**src/fgsm_pkg.sv**
```systemverilog
// Shared types, constants and functions for the filename glob and substring matcher.
package fgsm_pkg;

    // Pattern geometry.
    localparam int C_PAT_BYTES = 32;
    localparam int C_ACT_W     = C_PAT_BYTES + 1;
    localparam int C_LEN_W     = $clog2(C_PAT_BYTES + 1);
    localparam int C_WORD_W    = 64;
    localparam int C_WORD_BYTES = C_WORD_W / 8;
    localparam int C_WORDS     = C_PAT_BYTES / C_WORD_BYTES;
    localparam int C_IDX_W     = 3;

    // Wildcard characters.
    localparam logic [7:0] C_CHAR_STAR  = 8'h2A;
    localparam logic [7:0] C_CHAR_QMARK = 8'h3F;

    // Configuration register indexes.
    localparam logic [C_IDX_W-1:0] C_REG_WORD0 = 3'd0;
    localparam logic [C_IDX_W-1:0] C_REG_WORD1 = 3'd1;
    localparam logic [C_IDX_W-1:0] C_REG_WORD2 = 3'd2;
    localparam logic [C_IDX_W-1:0] C_REG_WORD3 = 3'd3;
    localparam logic [C_IDX_W-1:0] C_REG_LEN   = 3'd4;

    // Decoded pattern handed from the register block to the step logic.
    typedef struct packed {
        logic [C_PAT_BYTES-1:0][7:0] pat;
        logic [C_PAT_BYTES-1:0]      star;
        logic [C_PAT_BYTES-1:0]      qmark;
        logic [C_ACT_W-1:0]          len_mask;
        logic [C_ACT_W-1:0]          end_bit;
        logic [C_ACT_W-1:0]          start;
        logic                        glob;
        logic                        zero_len;
    } t_pat_info;

    // Star closure as a parallel prefix: bit i pulls in bit i-1 when
    // prop[i] is set, over runs of any length in log2 levels.
    function automatic logic [C_ACT_W-1:0] f_star_close(
        input logic [C_ACT_W-1:0] gen_in,
        input logic [C_ACT_W-1:0] prop_in
    );
        logic [C_ACT_W-1:0] g;
        logic [C_ACT_W-1:0] pp;
        g  = gen_in;
        pp = prop_in;
        for (int d = 1; d < C_ACT_W; d = d * 2) begin
            g  = g | (pp & (g << d));
            pp = pp & (pp << d);
        end
        return g;
    endfunction

endpackage

```
**src/fgsm_cfg.sv**
```systemverilog
// Pattern registers and the decode of the pattern into masks for the step logic.
module fgsm_cfg (
    input  logic                          i_clk,
    input  logic                          i_rst_n,
    input  logic                          i_cfg_wr,
    input  logic [fgsm_pkg::C_IDX_W-1:0]  i_cfg_index,
    input  logic [fgsm_pkg::C_WORD_W-1:0] i_cfg_data,
    output fgsm_pkg::t_pat_info           o_info
);

    logic [fgsm_pkg::C_WORDS-1:0][fgsm_pkg::C_WORD_W-1:0] r_word;
    logic [fgsm_pkg::C_LEN_W-1:0]                         r_len;
    logic [fgsm_pkg::C_PAT_BYTES-1:0][7:0]                pat;
    logic [fgsm_pkg::C_LEN_W-1:0]                         len;
    logic [fgsm_pkg::C_PAT_BYTES-1:0]                     star;
    logic [fgsm_pkg::C_PAT_BYTES-1:0]                     qmark;
    logic [fgsm_pkg::C_ACT_W-1:0]                         len_mask;
    logic [fgsm_pkg::C_ACT_W-1:0]                         end_bit;
    logic [fgsm_pkg::C_PAT_BYTES-1:0]                     star_in;
    logic                                                 glob;

    // Register writes; indexes beyond the list are dropped.
    always_ff @(posedge i_clk) begin
        if (!i_rst_n) begin
            r_word <= '0;
            r_len  <= '0;
        end else if (i_cfg_wr) begin
            unique case (i_cfg_index)
                fgsm_pkg::C_REG_WORD0: r_word[0] <= i_cfg_data;
                fgsm_pkg::C_REG_WORD1: r_word[1] <= i_cfg_data;
                fgsm_pkg::C_REG_WORD2: r_word[2] <= i_cfg_data;
                fgsm_pkg::C_REG_WORD3: r_word[3] <= i_cfg_data;
                fgsm_pkg::C_REG_LEN:   r_len <= i_cfg_data[fgsm_pkg::C_LEN_W-1:0];
                default: ;
            endcase
        end
    end

    // The words lay the pattern bytes out little-endian.
    assign pat = r_word;

    // A length beyond the pattern store counts as the full store.
    always_comb begin
        if (r_len > fgsm_pkg::C_LEN_W'(fgsm_pkg::C_PAT_BYTES)) begin
            len = fgsm_pkg::C_LEN_W'(fgsm_pkg::C_PAT_BYTES);
        end else begin
            len = r_len;
        end
    end

    // Per-position wildcard flags and length masks.
    always_comb begin
        for (int p = 0; p < fgsm_pkg::C_PAT_BYTES; p++) begin
            star[p]  = (pat[p] == fgsm_pkg::C_CHAR_STAR);
            qmark[p] = (pat[p] == fgsm_pkg::C_CHAR_QMARK);
        end
        for (int p = 0; p < fgsm_pkg::C_ACT_W; p++) begin
            len_mask[p] = (fgsm_pkg::C_LEN_W'(p) < len);
            end_bit[p]  = (fgsm_pkg::C_LEN_W'(p) == len);
        end
    end

    assign star_in = star & len_mask[fgsm_pkg::C_PAT_BYTES-1:0];
    assign glob    = |((star | qmark) & len_mask[fgsm_pkg::C_PAT_BYTES-1:0]);

    // Decoded pattern, including the set of positions at the start of a name.
    always_comb begin
        o_info.pat      = pat;
        o_info.star     = star;
        o_info.qmark    = qmark;
        o_info.len_mask = len_mask;
        o_info.end_bit  = end_bit;
        o_info.glob     = glob;
        o_info.zero_len = (len == '0);
        if (glob) begin
            o_info.start = fgsm_pkg::f_star_close(
                fgsm_pkg::C_ACT_W'(1), {star_in, 1'b0});
        end else begin
            o_info.start = fgsm_pkg::C_ACT_W'(1);
        end
    end

endmodule

```
**src/fgsm_step.sv**
```systemverilog
// Next active-position set for one name byte, in glob or substring mode.
module fgsm_step (
    input  fgsm_pkg::t_pat_info          i_info,
    input  logic [fgsm_pkg::C_ACT_W-1:0] i_cur,
    input  logic [7:0]                   i_byte,
    output logic [fgsm_pkg::C_ACT_W-1:0] o_next,
    output logic                         o_hit
);

    logic [fgsm_pkg::C_PAT_BYTES-1:0] eq;
    logic [fgsm_pkg::C_PAT_BYTES-1:0] lm;
    logic [fgsm_pkg::C_PAT_BYTES-1:0] cur_lo;
    logic [fgsm_pkg::C_PAT_BYTES-1:0] star_in;
    logic [fgsm_pkg::C_PAT_BYTES-1:0] stay;
    logic [fgsm_pkg::C_PAT_BYTES-1:0] adv;
    logic [fgsm_pkg::C_ACT_W-1:0]     raw;

    // One comparator per pattern position.
    always_comb begin
        for (int p = 0; p < fgsm_pkg::C_PAT_BYTES; p++) begin
            eq[p] = (i_info.pat[p] == i_byte);
        end
    end

    assign lm      = i_info.len_mask[fgsm_pkg::C_PAT_BYTES-1:0];
    assign cur_lo  = i_cur[fgsm_pkg::C_PAT_BYTES-1:0];
    assign star_in = i_info.star & lm;

    // A star keeps its position; a question mark or equal byte moves one on.
    assign stay = cur_lo & star_in;
    assign adv  = cur_lo & (i_info.qmark | eq) & ~i_info.star & lm;
    assign raw  = {1'b0, stay} | {adv, 1'b0};

    // Glob mode closes over stars; substring mode restarts at every byte
    // and holds a completed match.
    always_comb begin
        if (i_info.glob) begin
            o_next = fgsm_pkg::f_star_close(raw, {star_in, 1'b0});
        end else begin
            o_next = fgsm_pkg::C_ACT_W'(1) | {cur_lo & eq & lm, 1'b0}
                   | (i_cur & i_info.end_bit);
        end
    end

    assign o_hit = |(o_next & i_info.end_bit);

endmodule

```
**src/filename_glob_substring_match.sv**
```systemverilog
// Top level of the filename glob and substring matcher with its pipeline control.
// Takes one filename byte per cycle while the input is not stalled and gives one matched word at the name's last
// byte, or for an empty name.
// Each byte passes an input register, one pass of parallel compare and star-closure
// logic over all 33 pattern positions, and a result register; a stalled result
// holds only the input register while the set of positions waits. A pattern
// holding '*' or '?' must match the whole name; otherwise it matches as a
// substring. A write to one of the pattern registers restarts the name in
// progress, so writes should be made only while no name is being streamed; a
// write to an unused index is ignored.
module filename_glob_substring_match (
    input  logic                          i_clk,
    input  logic                          i_rst_n,
    input  logic                          i_in_valid,
    output logic                          o_in_stall,
    input  logic [7:0]                    i_name_byte,
    input  logic                          i_name_last,
    input  logic                          i_name_empty,
    output logic                          o_out_valid,
    input  logic                          i_out_stall,
    output logic                          o_matched,
    input  logic                          i_cfg_valid,
    output logic                          o_cfg_ready,
    input  logic [fgsm_pkg::C_IDX_W-1:0]  i_cfg_index,
    input  logic [fgsm_pkg::C_WORD_W-1:0] i_cfg_data
);

    fgsm_pkg::t_pat_info          info;
    logic                         cfg_wr;
    logic                         cfg_hit;
    logic                         r_in_valid;
    logic [7:0]                   r_in_byte;
    logic                         r_in_last;
    logic                         r_in_empty;
    logic                         r_out_valid;
    logic                         r_out_matched;
    logic                         r_restart;
    logic [fgsm_pkg::C_ACT_W-1:0] r_active;
    logic [fgsm_pkg::C_ACT_W-1:0] cur;
    logic [fgsm_pkg::C_ACT_W-1:0] nxt;
    logic                         hit;
    logic                         has_res;
    logic                         res_val;
    logic                         out_free;
    logic                         s1_go;
    logic                         in_take;

    assign o_cfg_ready = 1'b1;
    assign cfg_wr      = i_cfg_valid & o_cfg_ready;

    // Only a write to an existing register restarts the name.
    assign cfg_hit     = cfg_wr & (i_cfg_index <= fgsm_pkg::C_REG_LEN);

    fgsm_cfg u_cfg (
        .i_clk       (i_clk),
        .i_rst_n     (i_rst_n),
        .i_cfg_wr    (cfg_wr),
        .i_cfg_index (i_cfg_index),
        .i_cfg_data  (i_cfg_data),
        .o_info      (info)
    );

    // Current set of reachable positions.
    assign cur = r_restart ? info.start : r_active;

    fgsm_step u_step (
        .i_info (info),
        .i_cur  (cur),
        .i_byte (r_in_byte),
        .o_next (nxt),
        .o_hit  (hit)
    );

    // Result of the word in the input register.
    always_comb begin
        has_res = r_in_empty | r_in_last;
        if (r_in_empty || info.zero_len) begin
            res_val = info.zero_len;
        end else begin
            res_val = hit;
        end
    end

    // Handshake: the input register moves on when it carries no result or its result has a place to go.
    assign out_free   = ~r_out_valid | ~i_out_stall;
    assign s1_go      = r_in_valid & (~has_res | out_free);
    assign in_take    = ~r_in_valid | s1_go;
    assign o_in_stall = ~in_take;

    // Input register.
    always_ff @(posedge i_clk) begin
        if (!i_rst_n) begin
            r_in_valid <= 1'b0;
        end else if (in_take) begin
            r_in_valid <= i_in_valid;
        end
    end

    always_ff @(posedge i_clk) begin
        if (in_take && i_in_valid) begin
            r_in_byte  <= i_name_byte;
            r_in_last  <= i_name_last;
            r_in_empty <= i_name_empty;
        end
    end

    // Position set; a register write, the end of a name or an empty pattern restarts it.
    always_ff @(posedge i_clk) begin
        if (!i_rst_n) begin
            r_restart <= 1'b1;
        end else if (cfg_hit) begin
            r_restart <= 1'b1;
        end else if (s1_go) begin
            r_restart <= has_res | info.zero_len;
        end
    end

    always_ff @(posedge i_clk) begin
        if (s1_go) begin
            r_active <= nxt;
        end
    end

    // Result register.
    always_ff @(posedge i_clk) begin
        if (!i_rst_n) begin
            r_out_valid <= 1'b0;
        end else if (s1_go && has_res) begin
            r_out_valid <= 1'b1;
        end else if (!i_out_stall) begin
            r_out_valid <= 1'b0;
        end
    end

    always_ff @(posedge i_clk) begin
        if (s1_go && has_res) begin
            r_out_matched <= res_val;
        end
    end

    assign o_out_valid = r_out_valid;
    assign o_matched   = r_out_matched;

`ifndef NO_ASSERTIONS
    // A new result only comes from a word that ends or empties a name.
    a_res_source: assert property (@(posedge i_clk) disable iff (!i_rst_n)
        $rose(o_out_valid) |-> $past(r_in_valid && (r_in_last || r_in_empty)))
        else $error("result appeared without a closing word");

    // The input side stalls only while the input register holds a word.
    a_stall_full: assert property (@(posedge i_clk) disable iff (!i_rst_n)
        o_in_stall |-> r_in_valid)
        else $error("input stalled with an empty input register");

    // A write to an existing register restarts the name in progress.
    a_cfg_restart: assert property (@(posedge i_clk) disable iff (!i_rst_n)
        cfg_hit |=> r_restart)
        else $error("register write did not restart the name");

    // A held result keeps its value while the sink stalls.
    a_res_hold: assert property (@(posedge i_clk) disable iff (!i_rst_n)
        (o_out_valid && i_out_stall) |=> (o_out_valid && $stable(o_matched)))
        else $error("stalled result changed");
`endif

endmodule

```
**config.mk**
```make
export PLATFORM = sky130hd
export DESIGN_NAME = filename_glob_substring_match
export DESIGN_NICKNAME = d
export VERILOG_FILES = /design/src/fgsm_pkg.sv /design/src/fgsm_cfg.sv /design/src/fgsm_step.sv /design/src/filename_glob_substring_match.sv
export SDC_FILE = /design/constraint.sdc
export NUM_CORES = 1
export LEC_CHECK = 0
export ABC_AREA = 1
export BUFFER_PORTS_ARGS = -buffer_cell sky130_fd_sc_hd__buf_2
export CAP_MARGIN = 25
export CORE_UTILIZATION = 50
export CTS_BUF_LIST = sky130_fd_sc_hd__clkbuf_2 sky130_fd_sc_hd__clkbuf_4 sky130_fd_sc_hd__clkbuf_8
export DETAILED_ROUTE_END_ITERATION = 6
export GPL_ROUTABILITY_DRIVEN = 1
export PLACE_DENSITY = 0.66
export SLEW_MARGIN = 20
export SYNTH_ARGS = -nofsm -noshare
export SYNTH_HDL_FRONTEND = slang
export SYNTH_SLANG_ARGS = --single-unit
```
**constraint.sdc**
```tcl
create_clock -name i_clk -period 5.5 [get_ports i_clk]
set_clock_uncertainty 0.15 [all_clocks]
set_input_delay 1.1 -clock i_clk [delete_from_list [all_inputs] [get_ports i_clk]]
set_output_delay 1.1 -clock i_clk [all_outputs]
set_load 0.02 [all_outputs]
```
; Yosys cells after proc, flatten, opt, wreduce, memory -nomap -nowiden
; Index checks and enable logic that the tools add are counted.
[totals]
register_bits = 309
latch_bits = 0
ram_bits = 0
mem_bits_ro = 0
input_bits = 82
output_inout_bits = 4
elab_cells = 255
mem_count = 0
[op_classes]
addsub = 0
n_mul = 0
n_div = 0
magnitude_cmp = 34
n_eq_ne = 133
n_shift = 0
mux = 7
bitwise_logic = 55
n_reduce_logical = 13
[ops]
columns = op, count
row1 = AND 33 bit, 17
row2 = equality test 8 x 6 -> 1 bit (second input constant), 64
row3 = bitwise OR 33 bit, 11
row4 = AND 32 bit, 8
row5 = equality test 8 bit, 32
row6 = two-way mux 33 bit, 3
row7 = equality test 5 x 6 -> 1 bit (first input constant), 16
row8 = < comparator 5 x 6 -> 1 bit (first input constant), 16
row9 = bitwise OR 32 bit, 2
row10 = equality test 4 x 6 -> 1 bit (first input constant), 8
row11 = < comparator 4 x 6 -> 1 bit (first input constant), 8
row12 = AND 33 x 4 -> 33 bit, 1
row13 = bitwise OR 2 x 33 -> 33 bit, 1
row14 = bitwise OR 32 x 33 -> 33 bit, 1
row15 = OR reduction 33 bit, 1
row16 = inverter 32 bit, 1
row17 = OR reduction 32 bit, 1
row18 = equality test 3 x 6 -> 1 bit (first input constant), 4
row19 = < comparator 3 x 6 -> 1 bit (first input constant), 4
row20 = equality test 2 x 6 -> 1 bit (first input constant), 2
row21 = < comparator 1 x 6 -> 1 bit (first input constant), 2
row22 = < comparator 2 x 6 -> 1 bit (first input constant), 2
row23 = AND reduction 2 bit, 5
row24 = equality test 1 x 6 -> 1 bit (first input constant), 1
row25 = other kinds (17), 31

; Logic depth before layout (Yosys ltp)
[depth]
depth_word = 37
mapped_depth = 31
mapped_depth_nobuf = 30

; Modules after synthesis
; Synthesis repeated with hierarchy kept, for this count alone.
[hier_totals]
cells_unflattened = 3470
hier_area_um2 = 22002.4
[modules_own_cells]
columns = module, instances, cells_each, area_each_um2, seq_area_each_um2
row1 = fgsm_cfg, 1, 1896, 12386.9, 5245.0
row2 = fgsm_step, 1, 1460, 7556.0, 0.0
row3 = filename_glob_substring_match, 1, 114, 2059.5, 1381.3

; Worst setup path after synthesis
; OpenSTA, ideal clock, no wires.
[synth_path]
kind = in2reg
startpoint = input port i_out_stall
endpoint = register r_out_matched (netlist: o_matched) (enable)
setup_time_ps = 299
t_arrival_ps = 3059
t_required_ps = 5051
path_slack_ps = 1992
path_stages = 5
n_path_buf = 0
cell_sequence = nand2_1 -> a21oi_1 -> nor2_1 -> nand2_1 -> inv_1
[synth_between]
elab_chain_len = 5
[synth_lines]
columns = item, line
row1 = "start, declared", filename_glob_substring_match.sv:20  ; input logic i_out_stall,
row2 = inverter 1 bit, filename_glob_substring_match.sv:85  ; assign out_free = ~r_out_valid | ~i_out_stall;
row3 = bitwise OR 1 bit, filename_glob_substring_match.sv:85
row4 = bitwise OR 1 bit, filename_glob_substring_match.sv:86  ; assign s1_go = r_in_valid & (~has_res | out_free);
row5 = AND 1 bit, filename_glob_substring_match.sv:86
row6 = via s1_go, filename_glob_substring_match.sv:45  ; logic s1_go;
row7 = logical AND 1 bit, filename_glob_substring_match.sv:136  ; if (s1_go && has_res) begin
row8 = "end signal, assigned", filename_glob_substring_match.sv:137  ; r_out_matched <= res_val;
row9 = "end, declared", filename_glob_substring_match.sv:36  ; logic r_out_matched;
; The timed path passes the listed nets, and every way through them passes these cells.
; A chain may end at the register's enable or synchronous reset.

; Worst setup path after layout
[layout_path]
startpoint = register u_cfg.r_len[3] (netlist bit)
endpoint = register r_out_matched (netlist: o_matched) (data pin)
[layout_between]
elab_chain_len = 33
elab_cells_between_ends = 113
cone_classes = 33 x order compare / 32 x eq/ne / 5 x mux / 39 x bitwise / 4 x reduce/logical
[layout_lines]
columns = item, line
row1 = "start, declared", fgsm_cfg.sv:12  ; logic [fgsm_pkg::C_LEN_W-1:0] r_len;
row2 = "start signal, assigned", fgsm_cfg.sv:33  ; fgsm_pkg::C_REG_LEN: r_len <= i_cfg_data[fgsm_pkg::C_LEN_W-1:0];
row3 = greater-than comparator 6 bit, fgsm_cfg.sv:44  ; if (r_len > fgsm_pkg::C_LEN_W'(fgsm_pkg::C_PAT_BYTES)) begin
row4 = two-way mux 6 bit (*), fgsm_cfg.sv:44
row5 = < comparator 1 x 6 -> 1 bit / < comparator 2 x 6 -> 1 bit (equally long branches), fgsm_cfg.sv:58  ; len_mask[p] = (fgsm_pkg::C_LEN_W'(p) < len);
row6 = AND 32 bit, "fgsm_cfg.sv:63, fgsm_step.sv:27"
row7 = AND 33 bit, fgsm_pkg.sv:48  ; pp = pp & (pp << d);
row8 = AND 33 x 4 -> 33 bit, fgsm_pkg.sv:47  ; g = g | (pp & (g << d));
row9 = bitwise OR 2 x 33 -> 33 bit, fgsm_pkg.sv:47
row10 = AND 33 bit, fgsm_pkg.sv:47
row11 = (+16 left out), -
row12 = bitwise OR 33 bit, fgsm_pkg.sv:47
row13 = AND 33 bit, fgsm_pkg.sv:47
row14 = bitwise OR 33 bit (3 in series), fgsm_pkg.sv:47
row15 = two-way mux 33 bit, fgsm_step.sv:37  ; if (i_info.glob) begin
row16 = AND 33 bit, fgsm_step.sv:45  ; assign o_hit = |(o_next & i_info.end_bit);
row17 = OR reduction 33 bit, fgsm_step.sv:45
row18 = two-way mux 1 bit (*), filename_glob_substring_match.sv:77  ; if (r_in_empty || info.zero_len) begin
row19 = via res_val, filename_glob_substring_match.sv:43  ; logic res_val;
; Mark *: on every way through the listed nets, which the timed path passes. The rest lies on a longest branch.

==> run_results.csv <==
group,metric,value,unit
status,status,"finished, violations left",
status,violations,"DRC",
yosys,yosysSeqAreaShare,30.5,%
yosys,synth-main-ff-cell,"dfxtp_1",
setup_path,cp_max_fo,22,
yosys,synth-warning-count,0,
drt,via_count,24900,
grt,antenna_found_initial,2,
sta,tns,0,ps
finish,fin_util,56.0,%
cts,cts_sinks,309,
sta,rsz0062_at_grt,"no",
cts,clockRootBuffer,"clkbuf_8",
sta,period_share,94.4,%
sta,slew_headroom,29.2,%
setup_path,r2r_cells,23,
sta,fin_crit,5190,ps
floorplanning,start_util,50.6,%
placement,post_dp_cell_area,0.0228,sq mm
drt,via_per_inst,5.98,
sta,slew_viol_final,0,
worst_hold_path,hold_path_depth,2,
placement,gp_congestion,1.06,
cts,cts_made_buffers,56,
yosys,synth_edf_count,44,
setup_path,start_kind,"register",
placement,dp_hpwl,74900,um
setup_path,critical_path_class,"reg -> reg",
drt,routedWlPerCell,23.6,um
setup_path,arrival,5470,ps
worst_hold_path,hold_path.class,"reg -> reg",
yosys,syn-num-nets,3570,
cts,clkTransAtPathRegs,60,ps
finish,fill_cells,4272,
sta,finalSetupViolCount,0,
yosys,syn_inst,3488,
yosys,synth-async-reset-ratio,0,%
drt,drt_wl_total,98200,um
power_and_ir_drop,leakage,10.4,nW
cts,cts_buffer_depth,3,
floorplanning,rows,76,
floorplanning,ios,86,
drt,drt-initial-drc-count,2986,
floorplanning,dieArea,0.0444,sq mm
drt,drc,1,
floorplanning,core_area,0.0430,sq mm
finish,area_growth,10.6,%
power_and_ir_drop,pwr-share-comb,12.5,%
power_and_ir_drop,power.net_switching,0.00167,W
drt,ant_nets,0,
cts,cts_tree,"yes",
sta,setup_ws,307,ps
cts,ctsResizeCount,0,
yosys,yosysUniqueCellTypes,66,
sta,tightest_slew,1050,ps
power_and_ir_drop,p_sw_share,29.2,%
placement,io_buffers,84,
power_and_ir_drop,ir_drop,0.254,mV
power_and_ir_drop,seqPwrFrac,42.8,%
floorplanning,die_h,211,um
power_and_ir_drop,power_density,238,mW/mm^2
cts,hold_buffers,0,
cts,clk_latency,680,ps
yosys,syn_avg_cell_area,6.24,sq um
floorplanning,die_x,211,um
grt,grt_pass1_wl,142000,um
placement,post-place-ws,461,ps
yosys,ys_ff_latch,309,
sta,hold_viol,0,
setup_path,required,5780,ps
finish,n_antenna_cell,0,
finish,final_nets,3622,
drt,firstDrtPassIters,7,
setup_path,worst_setup_path_end_kind,"register",
grt,grt.overflow.total,0,
cts,cts_max_level,2,
grt,grt_pass1_vias,22300,
sta,fmax,0.193,GHz
power_and_ir_drop,p_clk_share,44.7,%
power_and_ir_drop,intPower,0.00405,W
flow_run,drv_cap,0,
finish,drive_gt1_share,11.4,%
yosys,synth_area,0.0218,sq mm
grt,grt.total_usage,43.3,%
finish,final_area,0.0241,sq mm
cts,post_cts_buffers,0,
grt,grt_max_degree,164,
## worst max-delay path, stage by stage, from the launching register on
cell and delay [ps]:
dfxtp_1 620, inv_4 150, nand3_1 140, nand2_1 80, nand2_1 330, buf_4 240, nand2_1 120, nand2_1 150
o21bai_1 130, nand2_1 70, nor2_1 120, nand2_1 120, nor2_2 300, nand2_2 460, buf_4 370, a211oi_1 360
nand3b_1 210, nand2_1 70, nor2_1 90, nand2_1 110, nor2_1 150, nand3_1 230, nand2_1 120, nand2_1 50
## layout by cell type, fill, tap and decap left out, drive strengths merged, types with 11 or more instances in the layout
| cell type | synthesis | layout |
|---|---|---|
| a21oi | 235 | 235 |
| buf | 47 | 137 |
| clkbuf | 96 | 91 |
| dfxtp | 265 | 265 |
| edfxtp | 44 | 44 |
| inv | 402 | 404 |
| nand2 | 794 | 794 |
| nand3 | 227 | 227 |
| nand3b | 11 | 11 |
| nand4 | 99 | 99 |
| nor2 | 566 | 566 |
| nor3 | 85 | 85 |
| nor4 | 39 | 39 |
| o21ai | 319 | 319 |
| or2 | 29 | 29 |
| xnor2 | 79 | 79 |
| xor2 | 81 | 81 |
## flip-flops by register name (all words and copies together) (netlist names)
register,cells
u_cfg.r_len,6
r_in_valid,1
o_out_valid,1
r_restart,1
r_active,33
r_in_empty,1
o_matched,1
r_in_byte,8
r_in_last,1
u_cfg.o_info,256
## synth_stat cells (14+ instances only)
cell      number  area [sq um]
nand2_1      754          2830
nor2_1       535          2010
inv_1        373          1400
o21ai_0      298          1490
dfxtp_1      265          5310
a21oi_1      228          1140
nand3_1      214          1070
nand4_1       97           607
clkbuf_1      96           360
nor3_1        84           420
xor2_1        81           709
xnor2_1       79           692
edfxtp_1      44          1320
nor4_1        39           244
nand2_2       30           188
or2_2         28           175
buf_2         26           130
inv_2         23          86.3
nor2_2        19           119
o21ai_1       14          70.1
## power groups by stage
stage / sequential [W] / combinational, W / clock [W]
after floorplan: 0.00247 / 0.000449 / 0
after global placement: 0.00249 / 0.000674 / 0
after detailed placement: 0.00250 / 0.000686 / 0
after CTS: 0.00245 / 0.000690 / 0.00256
after global routing: 0.00246 / 0.000758 / 0.00265
final: 0.00245 / 0.000715 / 0.00256
## through the flow
step	hold WS, ps	std cells	total power, W
CTS	335	4169	0.00569
finish	339	4170	0.00572
global placement	311	4066	0.00316
global route	356	4170	0.00586
floorplan	299	3488	0.00292
detailed placement	325	4066	0.00318
## cell families (layout without fill, tap and decap cells)
logic type,after synthesis,count (layout),synth area share (%)
other cells,1,1,0.0172
flops,309,309,30.5
simple gates,1871,1871,38.4
compound gates,599,599,14.6
xor+xnor,160,160,6.44
buf+inv,548,645,10.0
## routing by layer
metal  global-route usage, %  share of wire (%)  up-vias
li1                        -                  -    11500
met1                    57.0                 40    11600
met2                    67.2                 43     1540
met3                    8.92                 12      326
met4                    21.7                5.7        2
met5                       0              0.013        -
## worst paths after layout
check,startpoint,end,slack [ps]
worst max-delay path,u_cfg.r_len[3],o_matched,310
worst min-delay path,u_cfg.o_info[356],u_cfg.o_info[356],340
worst max register to register,u_cfg.r_len[3],o_matched,310
worst min register to register,u_cfg.o_info[356],u_cfg.o_info[356],340
## final cells by class
cell class                      instances  area, sq um  share of cell area (%)
Multi-Input combinational cell       2631        13000                    54.0
Sequential cell                       309         6630                    27.5
Inverter                              405         1540                    6.38
Clock buffer                           91         1150                    4.76
Timing Repair Buffer                  137          872                    3.62
Tap cell                              585          732                    3.04
Clock inverter                         12          165                   0.686
No activity file was read; power rests on OpenSTA's default activity.
